$ cat src/rtl/mrf_pkg.sv
// package for the modbus rtu request framer
// holds frame constants, register map and the crc-16 byte update
// no dependencies
package mrf_pkg;

   localparam int ByteWidth    = 8;
   localparam int CrcWidth     = 16;
   localparam int PosWidth     = 3;
   localparam int CsrAddrWidth = 3;
   localparam int CsrDataWidth = 32;

   localparam logic [CrcWidth-1:0]  CrcInit          = 16'hFFFF;
   localparam logic [CrcWidth-1:0]  CrcPoly          = 16'hA001;
   localparam logic [ByteWidth-1:0] SlaveAddrReset   = 8'h7B;

   localparam logic [0:0] CsrSlaveAddrIdx = 1'b0;

   localparam logic [PosWidth-1:0] PosSlaveAddr = 3'd0;
   localparam logic [PosWidth-1:0] PosFunction  = 3'd1;
   localparam logic [PosWidth-1:0] PosRegHigh   = 3'd2;
   localparam logic [PosWidth-1:0] PosRegLow    = 3'd3;
   localparam logic [PosWidth-1:0] PosZero      = 3'd4;
   localparam logic [PosWidth-1:0] PosCount     = 3'd5;
   localparam logic [PosWidth-1:0] PosCrcLow    = 3'd6;
   localparam logic [PosWidth-1:0] PosCrcHigh   = 3'd7;

   function automatic logic [CrcWidth-1:0] crc_update(
      input logic [CrcWidth-1:0]  crc_value,
      input logic [ByteWidth-1:0] data_byte
   );
      logic [CrcWidth-1:0] c;
      c = crc_value ^ {{(CrcWidth-ByteWidth){1'b0}}, data_byte};
      for (int b = 0; b < ByteWidth; b++) begin
         if (c[0]) begin
            c = (c >> 1) ^ CrcPoly;
         end else begin
            c = c >> 1;
         end
      end
      return c;
   endfunction

endpackage

$ cat src/rtl/mrf_if.sv
// channel interfaces for the modbus rtu request framer
// depends on mrf_pkg for byte width
interface mrf_req_if;
   logic                         valid;
   logic                         ready;
   logic [mrf_pkg::ByteWidth-1:0] function_code;
   logic [mrf_pkg::ByteWidth-1:0] register_high;
   logic [mrf_pkg::ByteWidth-1:0] register_low;
   logic [mrf_pkg::ByteWidth-1:0] count_or_value;

   modport source (output valid, function_code, register_high, register_low,
                   count_or_value, input ready);
   modport sink (input valid, function_code, register_high, register_low,
                 count_or_value, output ready);
endinterface

interface mrf_rsp_if;
   logic                         valid;
   logic                         ready;
   logic [mrf_pkg::ByteWidth-1:0] frame_byte;
   logic                         last_byte;

   modport source (output valid, frame_byte, last_byte, input ready);
   modport sink (input valid, frame_byte, last_byte, output ready);
endinterface

$ cat src/rtl/mrf_csr.sv
// apb-style register block holding the slave address
// depends on mrf_pkg
module mrf_csr (
   input  logic                               clock,
   input  logic                               reset,
   input  logic                               csr_psel,
   input  logic                               csr_penable,
   input  logic                               csr_pwrite,
   input  logic [mrf_pkg::CsrAddrWidth-1:0]   csr_paddr,
   input  logic [mrf_pkg::CsrDataWidth-1:0]   csr_pwdata,
   output logic [mrf_pkg::CsrDataWidth-1:0]   csr_prdata,
   output logic                               csr_pready,
   output logic [mrf_pkg::ByteWidth-1:0]      slave_address
);

   logic [mrf_pkg::ByteWidth-1:0] slave_address_ff;
   logic [mrf_pkg::ByteWidth-1:0] slave_address_in;
   logic                          reg_index;
   logic                          write_hit;

   assign reg_index = csr_paddr[2];
   assign write_hit = csr_psel && csr_penable && csr_pwrite
                      && (reg_index == mrf_pkg::CsrSlaveAddrIdx);

   always_comb begin
      slave_address_in = slave_address_ff;
      if (write_hit) begin
         slave_address_in = csr_pwdata[mrf_pkg::ByteWidth-1:0];
      end
   end

   always_ff @(posedge clock) begin
      if (reset) begin
         slave_address_ff <= mrf_pkg::SlaveAddrReset;
      end else begin
         slave_address_ff <= slave_address_in;
      end
   end

   always_comb begin
      csr_prdata = '0;
      if (reg_index == mrf_pkg::CsrSlaveAddrIdx) begin
         csr_prdata = {{(mrf_pkg::CsrDataWidth-mrf_pkg::ByteWidth){1'b0}},
                       slave_address_ff};
      end
   end

   assign csr_pready    = 1'b1;
   assign slave_address = slave_address_ff;

endmodule

$ cat src/rtl/modbus_rtu_request_framer.sv
// top level of the modbus rtu request framer: request buffer, byte serializer, crc
// depends on mrf_pkg, mrf_if and mrf_csr
//
//   channel | direction | word                                       | handshake
//   req     | in        | function, register high/low, count/value  | valid/ready
//   rsp     | out       | frame byte, last byte flag                 | valid/ready
//   csr     | in        | slave address register                     | apb, pready high
//
// one request gives eight words, one per cycle while rsp does not stall
// the byte serializer updates its running crc one byte per cycle, unless rsp stalls
// a one-deep request buffer takes the next request while a frame is sent
// rsp stalls hold the output register and freeze the serializer
// synchronous reset empties the buffer and the serializer, slave address to 0x7b
module modbus_rtu_request_framer (
   input  logic                               clock,
   input  logic                               reset,
   mrf_req_if.sink                            req,
   mrf_rsp_if.source                          rsp,
   input  logic                               csr_psel,
   input  logic                               csr_penable,
   input  logic                               csr_pwrite,
   input  logic [mrf_pkg::CsrAddrWidth-1:0]   csr_paddr,
   input  logic [mrf_pkg::CsrDataWidth-1:0]   csr_pwdata,
   output logic [mrf_pkg::CsrDataWidth-1:0]   csr_prdata,
   output logic                               csr_pready
);

   logic [mrf_pkg::ByteWidth-1:0] slave_address;

   logic                          in_valid_ff,  in_valid_in;
   logic [mrf_pkg::ByteWidth-1:0] in_fc_ff,     in_fc_in;
   logic [mrf_pkg::ByteWidth-1:0] in_rh_ff,     in_rh_in;
   logic [mrf_pkg::ByteWidth-1:0] in_rl_ff,     in_rl_in;
   logic [mrf_pkg::ByteWidth-1:0] in_cv_ff,     in_cv_in;

   logic                          busy_ff,      busy_in;
   logic [mrf_pkg::PosWidth-1:0]  idx_ff,       idx_in;
   logic [mrf_pkg::ByteWidth-1:0] fr_addr_ff,   fr_addr_in;
   logic [mrf_pkg::ByteWidth-1:0] fr_fc_ff,     fr_fc_in;
   logic [mrf_pkg::ByteWidth-1:0] fr_rh_ff,     fr_rh_in;
   logic [mrf_pkg::ByteWidth-1:0] fr_rl_ff,     fr_rl_in;
   logic [mrf_pkg::ByteWidth-1:0] fr_cv_ff,     fr_cv_in;
   logic [mrf_pkg::CrcWidth-1:0]  crc_ff,       crc_in;

   logic                          out_valid_ff, out_valid_in;
   logic [mrf_pkg::ByteWidth-1:0] out_byte_ff,  out_byte_in;
   logic                          out_last_ff,  out_last_in;

   logic                          req_take;
   logic                          advance;
   logic                          frame_done;
   logic                          load;
   logic [mrf_pkg::ByteWidth-1:0] cur_byte;

   mrf_csr u_csr (
      .clock         (clock),
      .reset         (reset),
      .csr_psel      (csr_psel),
      .csr_penable   (csr_penable),
      .csr_pwrite    (csr_pwrite),
      .csr_paddr     (csr_paddr),
      .csr_pwdata    (csr_pwdata),
      .csr_prdata    (csr_prdata),
      .csr_pready    (csr_pready),
      .slave_address (slave_address)
   );

   assign req.ready  = !in_valid_ff;
   assign req_take   = req.valid && req.ready;
   assign advance    = busy_ff && (!out_valid_ff || rsp.ready);
   assign frame_done = advance && (idx_ff == mrf_pkg::PosCrcHigh);
   assign load       = in_valid_ff && (!busy_ff || frame_done);

   always_comb begin
      case (idx_ff)
         mrf_pkg::PosSlaveAddr: cur_byte = fr_addr_ff;
         mrf_pkg::PosFunction:  cur_byte = fr_fc_ff;
         mrf_pkg::PosRegHigh:   cur_byte = fr_rh_ff;
         mrf_pkg::PosRegLow:    cur_byte = fr_rl_ff;
         mrf_pkg::PosZero:      cur_byte = '0;
         mrf_pkg::PosCount:     cur_byte = fr_cv_ff;
         mrf_pkg::PosCrcLow:    cur_byte = crc_ff[mrf_pkg::ByteWidth-1:0];
         mrf_pkg::PosCrcHigh:   cur_byte = crc_ff[mrf_pkg::CrcWidth-1:mrf_pkg::ByteWidth];
         default:               cur_byte = '0;
      endcase
   end

   // request buffer
   always_comb begin
      in_valid_in = in_valid_ff;
      in_fc_in    = in_fc_ff;
      in_rh_in    = in_rh_ff;
      in_rl_in    = in_rl_ff;
      in_cv_in    = in_cv_ff;
      if (load) begin
         in_valid_in = 1'b0;
      end
      if (req_take) begin
         in_valid_in = 1'b1;
         in_fc_in    = req.function_code;
         in_rh_in    = req.register_high;
         in_rl_in    = req.register_low;
         in_cv_in    = req.count_or_value;
      end
   end

   // serializer with running crc
   always_comb begin
      busy_in    = busy_ff;
      idx_in     = idx_ff;
      fr_addr_in = fr_addr_ff;
      fr_fc_in   = fr_fc_ff;
      fr_rh_in   = fr_rh_ff;
      fr_rl_in   = fr_rl_ff;
      fr_cv_in   = fr_cv_ff;
      crc_in     = crc_ff;
      if (advance) begin
         idx_in = idx_ff + 1'b1;
         if (idx_ff < mrf_pkg::PosCrcLow) begin
            crc_in = mrf_pkg::crc_update(crc_ff, cur_byte);
         end
         if (frame_done) begin
            busy_in = 1'b0;
         end
      end
      if (load) begin
         busy_in    = 1'b1;
         idx_in     = mrf_pkg::PosSlaveAddr;
         fr_addr_in = slave_address;
         fr_fc_in   = in_fc_ff;
         fr_rh_in   = in_rh_ff;
         fr_rl_in   = in_rl_ff;
         fr_cv_in   = in_cv_ff;
         crc_in     = mrf_pkg::CrcInit;
      end
   end

   // output register
   always_comb begin
      out_valid_in = out_valid_ff;
      out_byte_in  = out_byte_ff;
      out_last_in  = out_last_ff;
      if (out_valid_ff && rsp.ready) begin
         out_valid_in = 1'b0;
      end
      if (advance) begin
         out_valid_in = 1'b1;
         out_byte_in  = cur_byte;
         out_last_in  = (idx_ff == mrf_pkg::PosCrcHigh);
      end
   end

   always_ff @(posedge clock) begin
      if (reset) begin
         in_valid_ff  <= 1'b0;
         busy_ff      <= 1'b0;
         idx_ff       <= mrf_pkg::PosSlaveAddr;
         out_valid_ff <= 1'b0;
      end else begin
         in_valid_ff  <= in_valid_in;
         busy_ff      <= busy_in;
         idx_ff       <= idx_in;
         out_valid_ff <= out_valid_in;
      end
   end

   always_ff @(posedge clock) begin
      in_fc_ff    <= in_fc_in;
      in_rh_ff    <= in_rh_in;
      in_rl_ff    <= in_rl_in;
      in_cv_ff    <= in_cv_in;
      fr_addr_ff  <= fr_addr_in;
      fr_fc_ff    <= fr_fc_in;
      fr_rh_ff    <= fr_rh_in;
      fr_rl_ff    <= fr_rl_in;
      fr_cv_ff    <= fr_cv_in;
      crc_ff      <= crc_in;
      out_byte_ff <= out_byte_in;
      out_last_ff <= out_last_in;
   end

   assign rsp.valid      = out_valid_ff;
   assign rsp.frame_byte = out_byte_ff;
   assign rsp.last_byte  = out_last_ff;

`ifndef SYNTHESIS
   a_last_on_crc_high: assert property (@(posedge clock) disable iff (reset)
      frame_done |=> (out_valid_ff && out_last_ff))
      else $error("last byte flag missing after crc high byte");

   a_buffer_drains: assert property (@(posedge clock) disable iff (reset)
      (in_valid_ff && !busy_ff) |=> busy_ff)
      else $error("buffered request not loaded into idle serializer");

   a_crc_starts_clean: assert property (@(posedge clock) disable iff (reset)
      (busy_ff && (idx_ff == mrf_pkg::PosSlaveAddr)) |-> (crc_ff == mrf_pkg::CrcInit))
      else $error("crc not at initial value at frame start");

   a_idle_index_zero: assert property (@(posedge clock) disable iff (reset)
      !busy_ff |-> (idx_ff == mrf_pkg::PosSlaveAddr))
      else $error("byte index not rewound while idle");
`endif

endmodule

$ cat src/flat_wrapper.sv
// flat-port wrapper written by rule: the top's interface ports become plain ports
module modbus_rtu_request_framer_flat 
  (clock, reset, csr_psel, csr_penable, csr_pwrite, csr_paddr, csr_pwdata, csr_prdata, csr_pready, req_valid, req_function_code, req_register_high, req_register_low, req_count_or_value, req_ready, rsp_valid, rsp_frame_byte, rsp_last_byte, rsp_ready);
  mrf_req_if req_i ();
  mrf_rsp_if rsp_i ();
  input  logic clock;
  input  logic reset;
  input  logic csr_psel;
  input  logic csr_penable;
  input  logic csr_pwrite;
  input  logic [mrf_pkg::CsrAddrWidth-1:0] csr_paddr;
  input  logic [mrf_pkg::CsrDataWidth-1:0] csr_pwdata;
  output logic [mrf_pkg::CsrDataWidth-1:0] csr_prdata;
  output logic csr_pready;
  input wire logic [$bits(req_i.valid)-1:0] req_valid;
  input wire logic [$bits(req_i.function_code)-1:0] req_function_code;
  input wire logic [$bits(req_i.register_high)-1:0] req_register_high;
  input wire logic [$bits(req_i.register_low)-1:0] req_register_low;
  input wire logic [$bits(req_i.count_or_value)-1:0] req_count_or_value;
  output wire logic [$bits(req_i.ready)-1:0] req_ready;
  output wire logic [$bits(rsp_i.valid)-1:0] rsp_valid;
  output wire logic [$bits(rsp_i.frame_byte)-1:0] rsp_frame_byte;
  output wire logic [$bits(rsp_i.last_byte)-1:0] rsp_last_byte;
  input wire logic [$bits(rsp_i.ready)-1:0] rsp_ready;
  assign req_i.valid = req_valid;
  assign req_i.function_code = req_function_code;
  assign req_i.register_high = req_register_high;
  assign req_i.register_low = req_register_low;
  assign req_i.count_or_value = req_count_or_value;
  assign req_ready = req_i.ready;
  assign rsp_valid = rsp_i.valid;
  assign rsp_frame_byte = rsp_i.frame_byte;
  assign rsp_last_byte = rsp_i.last_byte;
  assign rsp_i.ready = rsp_ready;
  modbus_rtu_request_framer u_core (.clock(clock), .reset(reset), .req(req_i), .rsp(rsp_i), .csr_psel(csr_psel), .csr_penable(csr_penable), .csr_pwrite(csr_pwrite), .csr_paddr(csr_paddr), .csr_pwdata(csr_pwdata), .csr_prdata(csr_prdata), .csr_pready(csr_pready));
endmodule
$ cat config.mk
export PLATFORM = sky130hd
export DESIGN_NAME = modbus_rtu_request_framer_flat
export DESIGN_NICKNAME = d
export VERILOG_FILES = /design/src/rtl/mrf_pkg.sv /design/src/rtl/mrf_if.sv /design/src/rtl/mrf_csr.sv /design/src/rtl/modbus_rtu_request_framer.sv /design/src/flat_wrapper.sv
export SDC_FILE = /design/constraint.sdc
export NUM_CORES = 1
export LEC_CHECK = 0
export BUFFER_PORTS_ARGS = -buffer_cell sky130_fd_sc_hd__buf_2
export CAP_MARGIN = 25
export CORE_MARGIN = 10
export CORE_UTILIZATION = 30
export CTS_CLUSTER_DIAMETER = 100
export DETAILED_ROUTE_END_ITERATION = 6
export PLACE_DENSITY = 0.55
export SKIP_CTS_REPAIR_TIMING = 1
export SYNTH_ARGS = -nofsm -noshare
export SYNTH_HDL_FRONTEND = slang
export SYNTH_SLANG_ARGS = --single-unit
$ cat constraint.sdc
create_clock -name clock -period 4.6 [get_ports clock]
set_clock_uncertainty 0.15 [all_clocks]
set_input_delay 1.38 -clock clock [delete_from_list [all_inputs] [get_ports clock]]
set_output_delay 1.38 -clock clock [all_outputs]
set_load 0.03 [all_outputs]
==> results of run 1 <==
cell families (layout without fill, tap and decap cells):
| group | Yosys count | count (layout) |
|---|---|---|
| xor+xnor | 20 | 20 |
| flops | 111 | 111 |
| fa+ha+maj | 5 | 5 |
| buf+inv | 50 | 96 |
| simple gates | 104 | 104 |
| compound gates | 57 | 57 |
| mux | 9 | 9 |
| other cells | 2 | 25 |
layer usage:
metal  routed length, um  up-vias  global-route usage [%]
li1                    -     1369                       -
met3                 695       15                    3.17
met4                 218        0                    4.15
met1                4050     1325                    10.5
met2                4750       86                    15.2
met5                   0        -                       0
power by group through the flow:
stage	Combinational [uW]	Sequential [uW]	Clock (uW)
2_1_floorplan	580	1280	0
3_3_place_gp	682	1280	0
3_5_place_dp	694	1290	0
4_1_cts	702	1260	745
5_1_grt	761	1280	796
6_report	702	1260	720
final timing paths:
path / start / end / slack [ns] / cells after the start
setup / recovery: u_core.idx_ff[1]$_SDFFE_PP0P_ / u_core.crc_ff[0]$_SDFFE_PP1P_ / 0.82 / 10
hold / removal: u_core.in_cv_ff[7]$_DFFE_PP_ / u_core.fr_cv_ff[7]$_DFFE_PP_ / 0.27 / 0
setup reg to reg: u_core.idx_ff[1]$_SDFFE_PP0P_ / u_core.crc_ff[0]$_SDFFE_PP1P_ / 0.82 / 10
hold reg to reg: u_core.in_cv_ff[7]$_DFFE_PP_ / u_core.fr_cv_ff[7]$_DFFE_PP_ / 0.27 / 0
registers in the layout (all words and copies together) (netlist names):
signal / count
u_core.busy_ff: 1
u_core.crc_ff: 16
u_core.fr_addr_ff: 8
u_core.fr_cv_ff: 8
u_core.fr_fc_ff: 8
u_core.fr_rh_ff: 8
u_core.fr_rl_ff: 8
u_core.idx_ff: 3
u_core.in_cv_ff: 8
u_core.in_fc_ff: 8
u_core.in_rh_ff: 8
u_core.in_rl_ff: 8
u_core.in_valid_ff: 1
u_core.rsp.frame_byte: 8
u_core.rsp.last_byte: 1
u_core.rsp.valid: 1
u_core.u_csr.slave_address: 8
cell type report:
type | instances | area, sq um | share of cell area (%)
tap | 211 | 264 | 4.84
clock inverter | 6 | 46.3 | 0.848
inverter | 8 | 30.0 | 0.550
multi-input combinational | 220 | 1480 | 27.1
clock buffer | 10 | 229 | 4.20
sequential | 111 | 3030 | 55.6
timing repair buffer | 72 | 375 | 6.88
layout by cell type (no fill, tap or decap), drive strengths merged, types with 5 or more instances in the layout:
master  instances
edfxtp         81
buf            72
nand2          49
dfxtp          30
conb           25
a21oi          20
o211ai         11
nor2           11
xnor2          11
nor2b          10
clkbuf         10
nand3           9
inv             9
mux2            9
nand3b          6
xor2            6
ha              5
o21ai           5
per-stage QoR:
step	power (uW)	utilization, %	hold slack, ns
3_3_place_gp	1960	33.8	0.258
4_1_cts	2710	35.6	0.270
6_report	2690	35.6	0.269
5_1_grt	2830	35.6	0.264
3_5_place_dp	1980	33.8	0.255
2_1_floorplan	1860	-	0.250
worst max-delay path, stage by stage (launching register included):
cell,delay [ns]
dfxtp_1,0.55
inv_1,0.09
ha_1,0.47
nor3_2,0.52
a21oi_1,0.10
a21oi_2,0.22
xor2_1,0.33
xnor3_1,0.46
xnor3_1,0.30
xor3_1,0.38
o21ai_1,0.13
synth_stat cells (3+ instances only):
cell and n:
edfxtp_1 81, nand2_1 49, dfxtp_1 30, buf_4 25, a21oi_1 17, nor2_1 11, o211ai_1 11, nor2b_1 10
clkbuf_1 9, nand3_1 9, inv_1 8, xnor2_1 8, mux2_2 6, nand3b_1 6, ha_1 5, xor2_1 5
a22oi_1 4, o21ai_0 4, a21oi_2 3, a222oi_1 3, buf_2 3, or2_1 3
==> out/metrics.cfg, run 1 <==
[route]
first_pass_iters=4
avgViaCountPerCell=4.38
drc=0
postRouteAntennaNets=0
drt_iter0_markers=160
vias=2795
wirelength_um=9720
routedWlPerCell_um=15.2

[clock_network]
cts-root-buf=clkbuf_16
htreeDepth=3
cts_buffer_depth=2
cts_made_buffers=9
cts_tree=built
clk_pin_slew_ns=0.07
clk_latency_ns=0.35
cts_sinks=111

[sta]
finalSetupTns_ns=0
max_slew_margin_pct=46.3
max_freq_ghz=0.265
finalCritPeriodShare_pct=82.1
fin_crit_ns=3.78
hold_viol_final=0
worst_pin_slew_ns=0.805
rsz0062_at_grt=no
setup_viol=0
setup_slack_ns=0.824
drv_slew=0

[power_and_ir_drop]
power_density_nw_per_um2=492
power_frac_comb_pct=26.1
p_clk_share_pct=26.8
max-vdd-ir-drop_mv=0.201
p_leak_uw=0.00208
power.internal_uw=1910
swShare_pct=29.1
seqPwrFrac_pct=47.1
netSwitchingPower_uw=782

[yosys]
synth_area_leader_cell=edfxtp_1
synth_compound_area_share_pct=8.83
synth_fa_ha_area_share_pct=1.32
ys_types=56
syn_area_per_cell_sq_um=13.2
netlist_area_sq_um=4730
synth_simple_gate_area_share_pct=11.1
synth_ff_type=edfxtp_1
synth_area_leaders=edfxtp_1 (51%), dfxtp_1 (13%), buf_4 (4.0%)
muxShareOfSynthArea_pct=2.22
synth_edf_count=81
synth.top_cell.area_share_pct=51.4
ys_seq_area_share_pct=64.1
synthCells=358
synth_top_family_by_area=simple AND/OR/NAND/NOR gates
async_reset_ff_share_pct=0
ys_seq_elements=111
synth_xor_area_share_pct=5.71
yosysWarnings=0

[cells_and_area]
n_fill_cell=1534
design_area_sq_um=5460
diodes=0
drive_gt1_share_pct=25.8
stdcell_count=638
nets=501
area.growth.synth_to_final_pct=15.2

[worst_setup_path]
critPathRequiredTime_ns=4.72
cp-start-kind=flip-flop
critPathMaxFanout=17
path_class=reg -> reg
crit_path_end_kind=flip-flop
critPathArrivalTime_ns=3.90

[placed_design]
gp_congestion=0.803
dpl_worst_slack_ns=0.861
port_buffers=66
dp.cells=622
placed_area_sq_um=5180
dp_hpwl_um=7160

[grt]
grt_start_max_net_pins=34
grt_first_pass_wirelength_um=15600
grt_pass1_vias=2971
grt_overflow=0
grt_usage_pct=9.18
antenna_found_initial=0

[min_path]
hold_path.class=reg -> reg

[outcome]
run_status=completed

[job]
drv_cap=0

[floorplanning]
core_sq_um=15300
floorplan.initialDensity_pct=30.9
rows=45
dieArea_sq_um=21200
ios=118
die_height_um=146
die_x_um=146

No activity file was read; power rests on OpenSTA's default activity.
==> run 2, diff against run 1 <==
--- a/config.mk
+++ b/config.mk
@@ -11,7 +11,7 @@
 export CORE_UTILIZATION = 30
 export CTS_CLUSTER_DIAMETER = 100
 export DETAILED_ROUTE_END_ITERATION = 6
-export PLACE_DENSITY = 0.55
+export PLACE_DENSITY = 0.57
 export SKIP_CTS_REPAIR_TIMING = 1
 export SYNTH_ARGS = -nofsm -noshare
 export SYNTH_HDL_FRONTEND = slang
==> constraint.sdc (replaced) <==
create_clock -name clock -period 3.1 [get_ports clock]
set_clock_uncertainty 0.15 [all_clocks]
set_input_delay 0.93 -clock clock [delete_from_list [all_inputs] [get_ports clock]]
set_output_delay 0.93 -clock clock [all_outputs]
set_load 0.03 [all_outputs]
==> run 2 against run 1 <==
Non-clock buffer count up 27. First-iteration DRC count decreased by 21%. Wire length rose by 2.8%.
==> out/metrics.cfg, run 2 (synthesis results as in run 1) <==
[worst_setup_path]
cp.depth=11  ; +1
cpMaxStageDelayCell=xor3_1
critPathRequiredTime_ns=3.21  ; -1.51 ns
crit_path_end_kind=flip-flop
cpPeakStageDelay_ns=0.37  ; -0.18 ns
crit_path_cell_trace=buf_4, ha_1, buf_4, a221oi_1, a21oi_1, o22a_1, xnor2_2, xnor3_1, xnor3_1, xor3_1, o21ai_1
cpLargestDelayFamily=XOR/XNOR gates
worst-path-buf-inv=2  ; +1
path_class=reg -> reg
critPathMaxFanout=5  ; -12
r2r_cells=11  ; +1
cp-start-kind=flip-flop
critPathArrivalTime_ns=3.08  ; -0.82 ns

[placed_design]
gp_congestion=0.874  ; +8.8%
dp_hpwl_um=7390  ; +3.1%
dp.cells=648  ; +4.2%
port_buffers=66  ; unchanged

[clock_network]
clk_latency_ns=0.34  ; about the same
htreeDepth=3  ; unchanged
cts_made_buffers=9  ; unchanged
cts_sinks=111  ; unchanged
cts-root-buf=clkbuf_16
cts_tree=built
clk_pin_slew_ns=0.07  ; about the same
cts_buffer_depth=2  ; unchanged

[grt]
grt_pass1_vias=3039  ; +2.3%
antenna_found_initial=0  ; unchanged
grt_start_max_net_pins=34  ; unchanged
grt_first_pass_wirelength_um=15700  ; +0.93%
grt_overflow=0  ; unchanged
grt_usage_pct=9.26  ; +0.089 points

[floorplanning]
dieArea_sq_um=21200  ; unchanged
floorplan.initialDensity_pct=30.9  ; unchanged
die_x_um=146  ; unchanged
die_height_um=146  ; unchanged
rows=45  ; unchanged
core_sq_um=15300  ; unchanged
ios=118  ; unchanged

[cells_and_area]
layout_commonest_cell=edfxtp_1
area.growth.synth_to_final_pct=21.9
stdcell_count=665  ; +4.2%
diodes=0  ; unchanged
largest_reg_flops=16  ; unchanged
ff_latch_area_sq_um=3040  ; +0.21%
nets=528  ; +5.4%
drive_gt1_share_pct=32.8  ; +7.1 points
largest_register=u_core.crc_ff
n_fill_cell=1469  ; -4.2%
multi_input_area_sq_um=1530  ; +3.3%
final_cell_mix=edfxtp_1 (81), buf_2 (66), nand2_1 (49)

[min_path]
min_path_cells=0  ; unchanged
hold_path.class=reg -> reg

[route]
postRouteAntennaNets=0  ; unchanged
drt_iter0_markers=126  ; -21%
routedWlPerCell_um=15.0  ; -1.3%
vias=2925  ; +4.7%
wirelength_um=9990  ; +2.8%
avgViaCountPerCell=4.40  ; +0.40%
first_pass_iters=4  ; unchanged
drc=0  ; unchanged

[outcome]
run_status=completed

[sta]
fin_crit_ns=2.97  ; -0.808 ns
max_freq_ghz=0.337  ; +27%
finalSetupTns_ns=0  ; unchanged
hold_viol_final=0  ; unchanged
drv_slew=0  ; unchanged
setup_viol=0  ; unchanged
worst_pin_slew_ns=0.789  ; -0.0158 ns
rsz0062_at_grt=no
finalCritPeriodShare_pct=95.8  ; +14 points
max_slew_margin_pct=47.3  ; +0.92 points

[power_and_ir_drop]
p_leak_uw=0.00223  ; +7.4%
max-vdd-ir-drop_mv=0.383  ; +91%
power_density_nw_per_um2=750  ; +52%

[job]
drv_cap=0  ; unchanged

-- run 2: cell types whose count changed in the layout (fill, tap and decap cells not counted), moves of 2 or more --
| cell | delta |
|---|---|
| ha_2 | +2 |
| ha_4 | +2 |
| bufinv_16 | +2 |
| ha_1 | -4 |
| dfxtp_1 | -3 |
| buf_4 | +26 |
| dfxtp_2 | +2 |
-- run 2: layer usage --
metal	track usage (%)	routed length, um
met5	0	0
met4	5.21	224
met3	3.04	576
met2	14.3	4780
met1	11.1	4410
-- run 2: layout make-up --
type,instances,area share [%]
multi-input combinational,220,26.5
sequential,111,52.7
timing repair buffer,99,10.2
inverter,8,0.520
clock inverter,7,1.65
clock buffer,9,3.90
tap,211,4.57
-- run 2: worst register-to-register path, delay by kind of cell (launching register included) --
kind            cells  cell delay [ns]
buf+inv             2             0.36
flops               1             0.34
compound gates      4             0.68
xor+xnor            4             1.06
fa+ha+maj           1             0.30
-- run 2: final timing paths --
kind	from	end	slack [ns]
setup / recovery	u_core.idx_ff[1]$_SDFFE_PP0P_	u_core.crc_ff[0]$_SDFFE_PP1P_	0.13
hold / removal	u_core.in_fc_ff[0]$_DFFE_PP_	u_core.fr_fc_ff[0]$_DFFE_PP_	0.26
setup reg to reg	u_core.idx_ff[1]$_SDFFE_PP0P_	u_core.crc_ff[0]$_SDFFE_PP1P_	0.13
hold reg to reg	u_core.in_fc_ff[0]$_DFFE_PP_	u_core.fr_fc_ff[0]$_DFFE_PP_	0.26
-- run 2: stage by stage --
step                      hold WS, ns  power (uW)  setup slack (ns)  instance area (sq um)  utilization [%]
final                           0.265        4330             0.132                   5770             37.7
after global routing            0.269        4550           0.00898                   5770             37.7
after CTS                       0.267        4360           -0.0895                   5720             37.3
after detailed placement        0.255        3130           -0.0548                   5400             35.2
after global placement          0.254        3110           0.00280                   5400             35.2
after floorplan                 0.250        2760            0.0258                   4830                -
-- run 2: report_power, final --
| group | switching, uW | leakage, uW | internal [uW] |
|---|---|---|---|
| registers | 110 | 0.00100 | 1760 |
| logic | 551 | 0.00107 | 686 |
| clock network | 509 | 0.000156 | 709 |
| total | 1170 | 0.00223 | 3160 |
